--- config.mk ---
export PLATFORM = sky130hd
export DESIGN_NAME = rc_filter_variable_timestep_core
export DESIGN_NICKNAME = d
export VERILOG_FILES = /design/src/design/rcf_pkg.sv /design/src/design/rcf_ctrl.sv /design/src/design/rcf_datapath.sv /design/src/design/rc_filter_variable_timestep_core.sv
export SDC_FILE = /design/constraint.sdc
export NUM_CORES = 2
export LEC_CHECK = 0
export BUFFER_PORTS_ARGS = -buffer_cell sky130_fd_sc_hd__buf_4
export CAP_MARGIN = 5
export CORE_ASPECT_RATIO = 0.5
export CORE_MARGIN = 1.5
export CORE_UTILIZATION = 45
export CTS_CLUSTER_SIZE = 8
export DETAILED_ROUTE_END_ITERATION = 10
export PLACE_DENSITY = 0.68
export SYNTH_ARGS = -nofsm -noshare
export SYNTH_HDL_FRONTEND = slang
export SYNTH_SLANG_ARGS = --single-unit
--- constraint.sdc ---
create_clock -name clk -period 25 [get_ports clk]
set_input_delay 3.75 -clock clk [delete_from_list [all_inputs] [get_ports clk]]
set_output_delay 3.75 -clock clk [all_outputs]
set_load 0.005 [all_outputs]
--- src/design/rcf_pkg.sv ---
// ----------------------------------------------------------------------------
// rcf_pkg: shared types and constants of the variable time step RC filter
// Holds the controller states, the command and status bundles between the
// controller and the datapath, and the fixed widths and constants of the
// time and gain arithmetic.
// ----------------------------------------------------------------------------
`default_nettype none

package rcf_pkg;

  // Field widths that are fixed by the word format.
  localparam int MS_W     = 10;
  localparam int SEC_W    = 16;
  localparam int CUTOFF_W = 17;
  localparam int TIME_W   = 26;
  localparam int FC628_W  = CUTOFF_W + 10;
  localparam int PROD_W   = 53;
  localparam int DEN_W    = PROD_W + 1;

  // Configuration port.
  localparam int CFG_IDX_W  = 1;
  localparam int CFG_DATA_W = CUTOFF_W;
  localparam logic [CFG_IDX_W-1:0] CFG_IDX_MODE   = 1'b0;
  localparam logic [CFG_IDX_W-1:0] CFG_IDX_CUTOFF = 1'b1;
  localparam logic [CUTOFF_W-1:0]  CUTOFF_RESET   = 17'd1000;

  // Arithmetic constants.
  localparam logic [9:0]        MS_PER_S     = 10'd1000;
  localparam logic [TIME_W-1:0] TIME_WRAP_MS = 26'd65536000;
  localparam logic [9:0]        TWO_PI_X100  = 10'd628;
  localparam logic [23:0]       RC_NUMER     = 24'd10000000;

  typedef enum logic [3:0] {
    S_IDLE,
    S_TIME,
    S_DT,
    S_MUL,
    S_DEN,
    S_NUM,
    S_DIV,
    S_FILT,
    S_OUT
  } rcf_state_t;

  typedef struct packed {
    logic load;
    logic time_calc;
    logic dt_calc;
    logic mul;
    logic den_calc;
    logic div_init;
    logic div_step;
    logic filt;
    logic commit;
  } rcf_cmd_t;

  typedef struct packed {
    logic div_done;
    logic out_free;
  } rcf_status_t;

endpackage

`default_nettype wire

--- src/design/rcf_ctrl.sv ---
// ----------------------------------------------------------------------------
// rcf_ctrl: sequencer of the RC filter
// Steps one word at a time through timestamp, time step, gain division,
// filter product and result write.
// ----------------------------------------------------------------------------
`default_nettype none

module rcf_ctrl (
  input  wire logic              clk,
  input  wire logic              rst,
  input  wire logic              in_valid,
  output logic                   in_ready,
  input  rcf_pkg::rcf_status_t   status,
  output rcf_pkg::rcf_cmd_t      cmd
);
  import rcf_pkg::*;

  rcf_state_t st;
  rcf_state_t st_next;

  always_ff @(posedge clk) begin
    if (rst) begin
      st <= S_IDLE;
    end else begin
      st <= st_next;
    end
  end

  always_comb begin
    st_next = st;
    case (st)
      S_IDLE: begin
        if (in_valid) st_next = S_TIME;
      end
      S_TIME: st_next = S_DT;
      S_DT:   st_next = S_MUL;
      S_MUL:  st_next = S_DEN;
      S_DEN:  st_next = S_NUM;
      S_NUM:  st_next = S_DIV;
      S_DIV: begin
        if (status.div_done) st_next = S_FILT;
      end
      S_FILT: st_next = S_OUT;
      S_OUT: begin
        if (status.out_free) st_next = S_IDLE;
      end
      default: st_next = S_IDLE;
    endcase
  end

  always_comb begin
    cmd      = '0;
    in_ready = 1'b0;
    case (st)
      S_IDLE: begin
        in_ready = 1'b1;
        cmd.load = in_valid;
      end
      S_TIME: cmd.time_calc = 1'b1;
      S_DT:   cmd.dt_calc   = 1'b1;
      S_MUL:  cmd.mul       = 1'b1;
      S_DEN:  cmd.den_calc  = 1'b1;
      S_NUM:  cmd.div_init  = 1'b1;
      S_DIV:  cmd.div_step  = 1'b1;
      S_FILT: cmd.filt      = 1'b1;
      S_OUT:  cmd.commit    = status.out_free;
      default: begin
        cmd      = '0;
        in_ready = 1'b0;
      end
    endcase
  end

  a_load_starts: assert property (@(posedge clk) disable iff (rst)
    cmd.load |=> st == S_TIME)
    else $error("accepted word did not start the sequence");

  a_commit_free: assert property (@(posedge clk) disable iff (rst)
    cmd.commit |-> status.out_free)
    else $error("result written over a word still waiting");

  a_div_exit: assert property (@(posedge clk) disable iff (rst)
    (st == S_DIV && status.div_done) |=> st == S_FILT)
    else $error("division did not hand over to the filter step");

endmodule

`default_nettype wire

--- src/design/rcf_datapath.sv ---
// ----------------------------------------------------------------------------
// rcf_datapath: arithmetic and state of the RC filter
// Holds the configuration, the filter history, the restoring gain divider,
// the filter multiplier and the output register.
// ----------------------------------------------------------------------------
`default_nettype none

module rcf_datapath #(
  parameter int SAMPLE_WIDTH   = 16,
  parameter int GAIN_FRAC_BITS = 16
) (
  input  wire logic                                clk,
  input  wire logic                                rst,
  input  rcf_pkg::rcf_cmd_t                        cmd,
  output rcf_pkg::rcf_status_t                     status,
  input  wire logic [rcf_pkg::MS_W-1:0]            time_ms,
  input  wire logic [rcf_pkg::SEC_W-1:0]           time_s,
  input  wire logic signed [SAMPLE_WIDTH-1:0]      sample_in,
  output logic                                     out_valid,
  input  wire logic                                out_ready,
  output logic signed [SAMPLE_WIDTH-1:0]           sample_out,
  input  wire logic                                cfg_write,
  input  wire logic [rcf_pkg::CFG_IDX_W-1:0]       cfg_index,
  input  wire logic [rcf_pkg::CFG_DATA_W-1:0]      cfg_data
);
  import rcf_pkg::*;

  localparam int W     = SAMPLE_WIDTH;
  localparam int G     = GAIN_FRAC_BITS;
  localparam int Q_W   = G + 1;
  localparam int REM_W = DEN_W + 1;
  localparam int DSH_W = DEN_W + G;
  localparam int CNT_W = $clog2(Q_W);
  localparam int D_W   = W + 2;
  localparam int P_W   = W + G + 4;
  localparam int V_W   = P_W + 1;
  localparam int R_W   = V_W - G;

  localparam logic [REM_W-1:0] NumBase = REM_W'(RC_NUMER) << G;
  localparam logic [Q_W-1:0]   AlphaOne = Q_W'(1) << G;
  localparam logic signed [V_W-1:0] RoundHalf = V_W'(1) << (G - 1);
  localparam logic signed [R_W-1:0] SatHi = {{(R_W-W+1){1'b0}}, {(W-1){1'b1}}};
  localparam logic signed [R_W-1:0] SatLo = {{(R_W-W+1){1'b1}}, {(W-1){1'b0}}};

  // Configuration.
  logic                mode;
  logic [CUTOFF_W-1:0] cutoff;

  // Filter history.
  logic [TIME_W-1:0]   last_time;
  logic signed [W-1:0] last_input;
  logic signed [W-1:0] last_output;

  // Working registers of one word.
  logic [MS_W-1:0]     ms_r;
  logic [SEC_W-1:0]    s_r;
  logic signed [W-1:0] x_r;
  logic [TIME_W-1:0]   t_r;
  logic [FC628_W-1:0]  fc628;
  logic [TIME_W-1:0]   dt;
  logic [PROD_W-1:0]   prod;
  logic [DEN_W-1:0]    den;
  logic [REM_W-1:0]    rem;
  logic [DSH_W-1:0]    dsh;
  logic [Q_W-1:0]      quo;
  logic [CNT_W-1:0]    cnt;
  logic signed [P_W-1:0] fprod;

  // Combinational values.
  logic [TIME_W-1:0]   t_calc;
  logic [TIME_W:0]     wrap_sum;
  logic [TIME_W-1:0]   dt_calc;
  logic [DSH_W-1:0]    rem_ext;
  logic [DSH_W-1:0]    rem_sub;
  logic                rem_ge;
  logic [Q_W-1:0]      alpha;
  logic signed [D_W-1:0] yo_e;
  logic signed [D_W-1:0] xi_e;
  logic signed [D_W-1:0] xl_e;
  logic signed [D_W-1:0] diff;
  logic signed [P_W-1:0] fprod_calc;
  logic signed [V_W-1:0] lp_term;
  logic signed [V_W-1:0] vsum;
  logic signed [R_W-1:0] rounded;
  logic signed [W-1:0]   y_sat;

  always_ff @(posedge clk) begin
    if (rst) begin
      mode   <= 1'b0;
      cutoff <= CUTOFF_RESET;
    end else if (cfg_write) begin
      case (cfg_index)
        CFG_IDX_MODE:   mode   <= cfg_data[0];
        CFG_IDX_CUTOFF: cutoff <= cfg_data[CUTOFF_W-1:0];
        default: ;
      endcase
    end
  end

  // Timestamp in milliseconds and the wrap-corrected time step.
  assign t_calc   = TIME_W'(s_r) * TIME_W'(MS_PER_S) + TIME_W'(ms_r);
  assign wrap_sum = {1'b0, t_r} + {1'b0, TIME_WRAP_MS} - {1'b0, last_time};
  assign dt_calc  = (t_r >= last_time) ? (t_r - last_time) : wrap_sum[TIME_W-1:0];

  // One restoring step of the gain division.
  assign rem_ext = DSH_W'(rem);
  assign rem_ge  = (rem_ext >= dsh);
  assign rem_sub = rem_ext - dsh;

  // The gain never exceeds one; the clamp keeps it there regardless.
  assign alpha = (quo > AlphaOne) ? AlphaOne : quo;

  // Low-pass is rewritten as alpha*(y - x) + x, so one product serves both modes.
  assign yo_e = D_W'(last_output);
  assign xi_e = D_W'(x_r);
  assign xl_e = D_W'(last_input);
  assign diff = mode ? (yo_e + xi_e - xl_e) : (yo_e - xi_e);
  assign fprod_calc = P_W'($signed({1'b0, alpha})) * P_W'(diff);

  assign lp_term = mode ? '0 : (V_W'(x_r) <<< G);
  assign vsum    = V_W'(fprod) + lp_term + RoundHalf;
  assign rounded = vsum[V_W-1:G];
  always_comb begin
    if (rounded > SatHi) begin
      y_sat = SatHi[W-1:0];
    end else if (rounded < SatLo) begin
      y_sat = SatLo[W-1:0];
    end else begin
      y_sat = rounded[W-1:0];
    end
  end

  always_ff @(posedge clk) begin
    if (cmd.load) begin
      ms_r <= time_ms;
      s_r  <= time_s;
      x_r  <= sample_in;
    end
    if (cmd.time_calc) begin
      t_r   <= t_calc;
      fc628 <= FC628_W'(cutoff) * FC628_W'(TWO_PI_X100);
    end
    if (cmd.dt_calc) begin
      dt <= dt_calc;
    end
    if (cmd.mul) begin
      prod <= PROD_W'(fc628) * PROD_W'(dt);
    end
    if (cmd.den_calc) begin
      den <= DEN_W'(prod) + DEN_W'(RC_NUMER);
    end
    if (cmd.div_init) begin
      rem <= NumBase + REM_W'(den >> 1);
      dsh <= DSH_W'(den) << G;
      quo <= '0;
      cnt <= CNT_W'(G);
    end else if (cmd.div_step) begin
      if (rem_ge) begin
        rem <= rem_sub[REM_W-1:0];
      end
      quo <= {quo[Q_W-2:0], rem_ge};
      dsh <= dsh >> 1;
      cnt <= cnt - CNT_W'(1);
    end
    if (cmd.filt) begin
      fprod <= fprod_calc;
    end
    if (cmd.commit) begin
      sample_out <= y_sat;
    end
  end

  always_ff @(posedge clk) begin
    if (rst) begin
      last_time   <= '0;
      last_input  <= '0;
      last_output <= '0;
      out_valid   <= 1'b0;
    end else begin
      if (cmd.commit) begin
        last_time   <= t_r;
        last_input  <= x_r;
        last_output <= y_sat;
        out_valid   <= 1'b1;
      end else if (out_ready) begin
        out_valid <= 1'b0;
      end
    end
  end

  assign status.div_done = (cnt == '0);
  assign status.out_free = !out_valid || out_ready;

  a_div_bound: assert property (@(posedge clk) disable iff (rst)
    cmd.div_step |-> ({1'b0, rem_ext} < {dsh, 1'b0}))
    else $error("gain quotient grew past its width");

  a_commit_valid: assert property (@(posedge clk) disable iff (rst)
    cmd.commit |=> out_valid)
    else $error("written result not offered");

endmodule

`default_nettype wire

--- src/design/rc_filter_variable_timestep_core.sv ---
// ----------------------------------------------------------------------------
// rc_filter_variable_timestep_core: first-order RC filter, variable time step
// Filters timestamped samples low-pass or high-pass with a gain taken from
// the cutoff register and the time since the previous sample.
// ----------------------------------------------------------------------------
// Usage. Each input word carries a timestamp (time_s seconds, time_ms
// milliseconds) and a signed sample; it is taken when in_valid and in_ready
// are high at a clock edge. Each word yields exactly one output word on the
// out_valid/out_ready channel. The filter history (last time, input and
// output) is shared by both modes and is cleared by reset, so the first word
// after reset sees the whole timestamp as its time step.
//
// Sequencing. A word is worked on alone: a new word is taken only once the
// one before it is in the output register. The gain division is a restoring
// divider that makes one quotient bit a cycle, GAIN_FRAC_BITS + 1 bits in all.
//
// Stalls. The result sits in an output register. If the receiver stalls with a
// result still held, the next word is accepted and computed, and waits in its
// last step until the output register is taken. Configuration writes
// (filter_mode at index 0, cutoff_centihz at index 1) take effect at once and
// are to be made only while no word is in flight. Reset sets low-pass mode and
// a cutoff of 10 Hz.
// ----------------------------------------------------------------------------
`default_nettype none

module rc_filter_variable_timestep_core #(
  parameter int SAMPLE_WIDTH   = 16,
  parameter int GAIN_FRAC_BITS = 16
) (
  input  wire logic                             clk,
  input  wire logic                             rst,
  input  wire logic                             in_valid,
  output logic                                  in_ready,
  input  wire logic [rcf_pkg::MS_W-1:0]         time_ms,
  input  wire logic [rcf_pkg::SEC_W-1:0]        time_s,
  input  wire logic signed [SAMPLE_WIDTH-1:0]   sample_in,
  output logic                                  out_valid,
  input  wire logic                             out_ready,
  output logic signed [SAMPLE_WIDTH-1:0]        sample_out,
  input  wire logic                             cfg_write,
  input  wire logic [rcf_pkg::CFG_IDX_W-1:0]    cfg_index,
  input  wire logic [rcf_pkg::CFG_DATA_W-1:0]   cfg_data
);
  import rcf_pkg::*;

  // Commands from the sequencer and the status it steers by.
  rcf_cmd_t    cmd;
  rcf_status_t status;

  rcf_ctrl u_ctrl (
    .clk      (clk),
    .rst      (rst),
    .in_valid (in_valid),
    .in_ready (in_ready),
    .status   (status),
    .cmd      (cmd)
  );

  rcf_datapath #(
    .SAMPLE_WIDTH   (SAMPLE_WIDTH),
    .GAIN_FRAC_BITS (GAIN_FRAC_BITS)
  ) u_datapath (
    .clk        (clk),
    .rst        (rst),
    .cmd        (cmd),
    .status     (status),
    .time_ms    (time_ms),
    .time_s     (time_s),
    .sample_in  (sample_in),
    .out_valid  (out_valid),
    .out_ready  (out_ready),
    .sample_out (sample_out),
    .cfg_write  (cfg_write),
    .cfg_index  (cfg_index),
    .cfg_data   (cfg_data)
  );

endmodule

`default_nettype wire

==> metrics.csv <==
metric,value,unit
status,completed,
Syn Area/Cell,9.355,um^2
routability cong.,0.9085,
die area,142200,um^2
worst path required time,25.40,ns
register bit total from synthesis,487,
Port Buf Inserts,82,
fin nets,8308,
layout cells sized above 1,0.04434,
total wire length,152200,um
setup TNS,0,ns
Vias/cell,5.307,
mapped cell area,62920,um^2
Compound-Gate Fraction of Synth Area,0.09276,
Max-cap violations,0,
Worst Tran Pin Value,1.291,ns
mean routed wirelength per cell,17.64,um
hold path start,u_datapath.prod[3]$_DFFE_PP_,
Num Clock Sinks,487,
Hold Path Sink,u_datapath.den[3]$_DFFE_PP_,
Setup-failing EPs final,0,
1st-iter DRT viols,3209,
slowest CP cell,a22oi_1,
post-synthesis adder-cell area fraction,0.4134,
sequential-to-total area share from yosys stat,0.2135,
post-cts sizing count,0,
path type of the worst setup path,reg -> reg,
Die H,267.4,um
largest net degree at the start of global routing,88,
total grt overflow,0,
Die Wd,531.8,um
row count,96,
Core ar.,137900,um^2
crit-path max cell delay,0.79,ns
worst hold path class,reg -> reg,
Synth cell types,81,
fmax,94.60,MHz
Tmin final,10.57,ns
final antenna-violating net count,0,
Final Hold Vio Count,0,
H-tree depth,3,
Yosys warnings,0,
first-pass GRT wire length,249300,um
R2R Path End,u_datapath.fprod[32]$_DFFE_PP_,
Total GRT Usage,0.2187,
max_slew headroom,0.1396,
"EDFF count, synth",368,
Worst Skew,0.05242,ns
mux contribution to synthesized area,0.003261,
post-CTS setup buffers,0,
Mapped Nets,8315,
CTS tree,built,
critical path arrival,10.98,ns
vias,45800,
initial antenna violation count,2,
Synth area leader,fa_1,
largest cells by area after synthesis,"fa_1, edfxtp_1, ha_1",
Setup crit end kind,flip-flop,
"Slew Viols, Final",0,
vias in the first global route,46390,
CP dominant cell by count,fa_1,
Post-Syn Instances,6726,
R2R cell count,36,
startpoint types,flip-flop,
hpwl dp,115200,um
simple-gate share of the synthesized area,0.1458,
cts hold-fix bufs,0,
FF-to-FF Start,u_datapath.x_r[2]$_DFFE_PP_,
Final period util,0.4228,
drt drc,0,
Post-synth top flop,edfxtp_1,
main combinational cell family by area after synthesis,adder cells,
Ports,83,
Pre-antenna DRT Iters,8,
initial core utilization,0.4563,
Worst-Skew Late Latency,0.66,ns
async set-reset flop share out of synthesis,0,
top-count cell post-synth,inv_1,
top-area cell type share of the netlist area,0.2943,
post-synthesis xor/xnor area fraction,0.04530,
Synth-to-Final Area Change,7.777,%
crit-path max FO,9,
WHS Path Cells,0,
Worst-path clk slew,0.05,ns
root buf cell,clkbuf_16,
Post-synth top cells,"inv_1, nand2_1, fa_1, ha_1, edfxtp_1",
total CTS buffers,72,
flop2flop setup slack,14.43,ns
maximum buffer depth of the clock tree,3,
RSZ-0062 raised after global routing,no,
## through the flow
stage | instances | hold WS [ns] | cell area [um^2] | worst slack [ns] | util
after global placement | 8507 | 0.4052 | 65620 | 14.71 | 0.4759
after CTS | 8628 | 0.4152 | 67820 | 14.48 | 0.4918
after detailed placement | 8507 | 0.4045 | 65620 | 14.58 | 0.4759
after floorplan | 6726 | 0.4003 | 62920 | 15.67 | -
final | 8629 | 0.4112 | 67820 | 14.43 | 0.4918
after global routing | 8628 | 0.4245 | 67820 | 13.74 | 0.4918
## state kept, by name, indices dropped and copies added (netlist names), 17 cells and up
name	flops
u_datapath.fprod	21
u_datapath.t_r	26
u_datapath.den	52
u_datapath.quo	17
u_datapath.prod	51
u_datapath.rem	55
u_datapath.cutoff	17
u_datapath.fc628	25
u_datapath.dt	26
u_datapath.last_time	26
u_datapath.dsh	70
## worst max-delay path: cells and delay by family (launching register included)
kind            cells  cell delay, ns
compound gates     14            3.69
xor+xnor            1            0.08
fa+ha+maj           9            4.39
buf+inv             6            0.33
flops               1            0.34
mux                 1            0.38
simple gates        5            1.09
## how the worst max path moves through the flow
| stage | cells past startpoint | end | start | slack, ns |
|---|---|---|---|---|
| 2_1_floorplan | 35 | u_datapath.fprod[32]$_DFFE_PP_ | u_datapath.x_r[1]$_DFFE_PP_ | 15.67 |
| 3_3_place_gp | 35 | u_datapath.fprod[32]$_DFFE_PP_ | u_datapath.x_r[2]$_DFFE_PP_ | 14.71 |
| 3_5_place_dp | 36 | u_datapath.fprod[32]$_DFFE_PP_ | u_datapath.x_r[2]$_DFFE_PP_ | 14.58 |
| 4_1_cts | 36 | u_datapath.fprod[32]$_DFFE_PP_ | u_datapath.x_r[2]$_DFFE_PP_ | 14.48 |
| 5_1_grt | 36 | u_datapath.fprod[32]$_DFFE_PP_ | u_datapath.x_r[2]$_DFFE_PP_ | 13.74 |
| 6_report | 36 | u_datapath.fprod[32]$_DFFE_PP_ | u_datapath.x_r[2]$_DFFE_PP_ | 14.43 |
## area by class of cell
type | instances | area, um^2
Clock buffer | 112 | 1994
Clock inverter | 9 | 203.9
Sequential cell | 487 | 13430
Antenna cell | 1 | 2.502
Timing Repair Buffer | 161 | 1209
Inverter | 1200 | 4504
Tap cell | 1862 | 2330
Fill cell | 12850 | 70070
Multi-Input combinational cell | 4797 | 44140
## kinds of logic (layout without fill, tap and decap cells)
| kind of cell | after synthesis | count (layout) |
|---|---|---|
| multiplexers | 20 | 20 |
| XOR/XNOR | 323 | 323 |
| buffers and inverters | 1442 | 1482 |
| adder cells (fa/ha/maj) | 1524 | 1524 |
| AND/OR/NAND/NOR | 1995 | 1995 |
| flip-flops | 487 | 487 |
| AO/OA/AOI/OAI | 935 | 935 |
| other | 0 | 1 |
## cells in the final DEF (no fill, tap or decap), types with 10 or more instances in the layout
cell and count:
nor2_1 297, a211o_1 10, o21a_1 29, clkbuf_16 74, mux2i_1 16, fa_1 925
nor2b_1 41, a21oi_1 310, o211ai_1 11, nand4_1 36, dfxtp_1 118, buf_4 161
o21ai_0 214, a21o_1 124, nand3b_1 15, xor2_1 134, o31ai_1 22, edfxtp_1 368
nor4_1 17, and3_1 36, nand2b_1 48, nand2_1 992, or2_2 15, xnor2_1 187
or3_1 19, nor3_1 48, o21bai_1 37, clkbuf_1 38, ha_1 599, and2_1 332
a22o_1 16, a211oi_1 28, nand3_1 58, inv_1 1197, a31oi_1 32, a21boi_0 10
## metal layers
metal | wire (um) | up-vias | GRT usage | part of all wire
li1 | - | 21390 | - | -
met1 | 68990 | 22860 | 0.3053 | 0.45
met2 | 69440 | 1335 | 0.3574 | 0.46
met3 | 10250 | 212 | 0.03291 | 0.067
met4 | 3540 | 2 | 0.05366 | 0.023
met5 | 11 | - | 0 | 0.000072
Power is left out: the tool's default activity adds up to more than one toggle a clock period on the data nets, which glitch-free logic cannot reach.
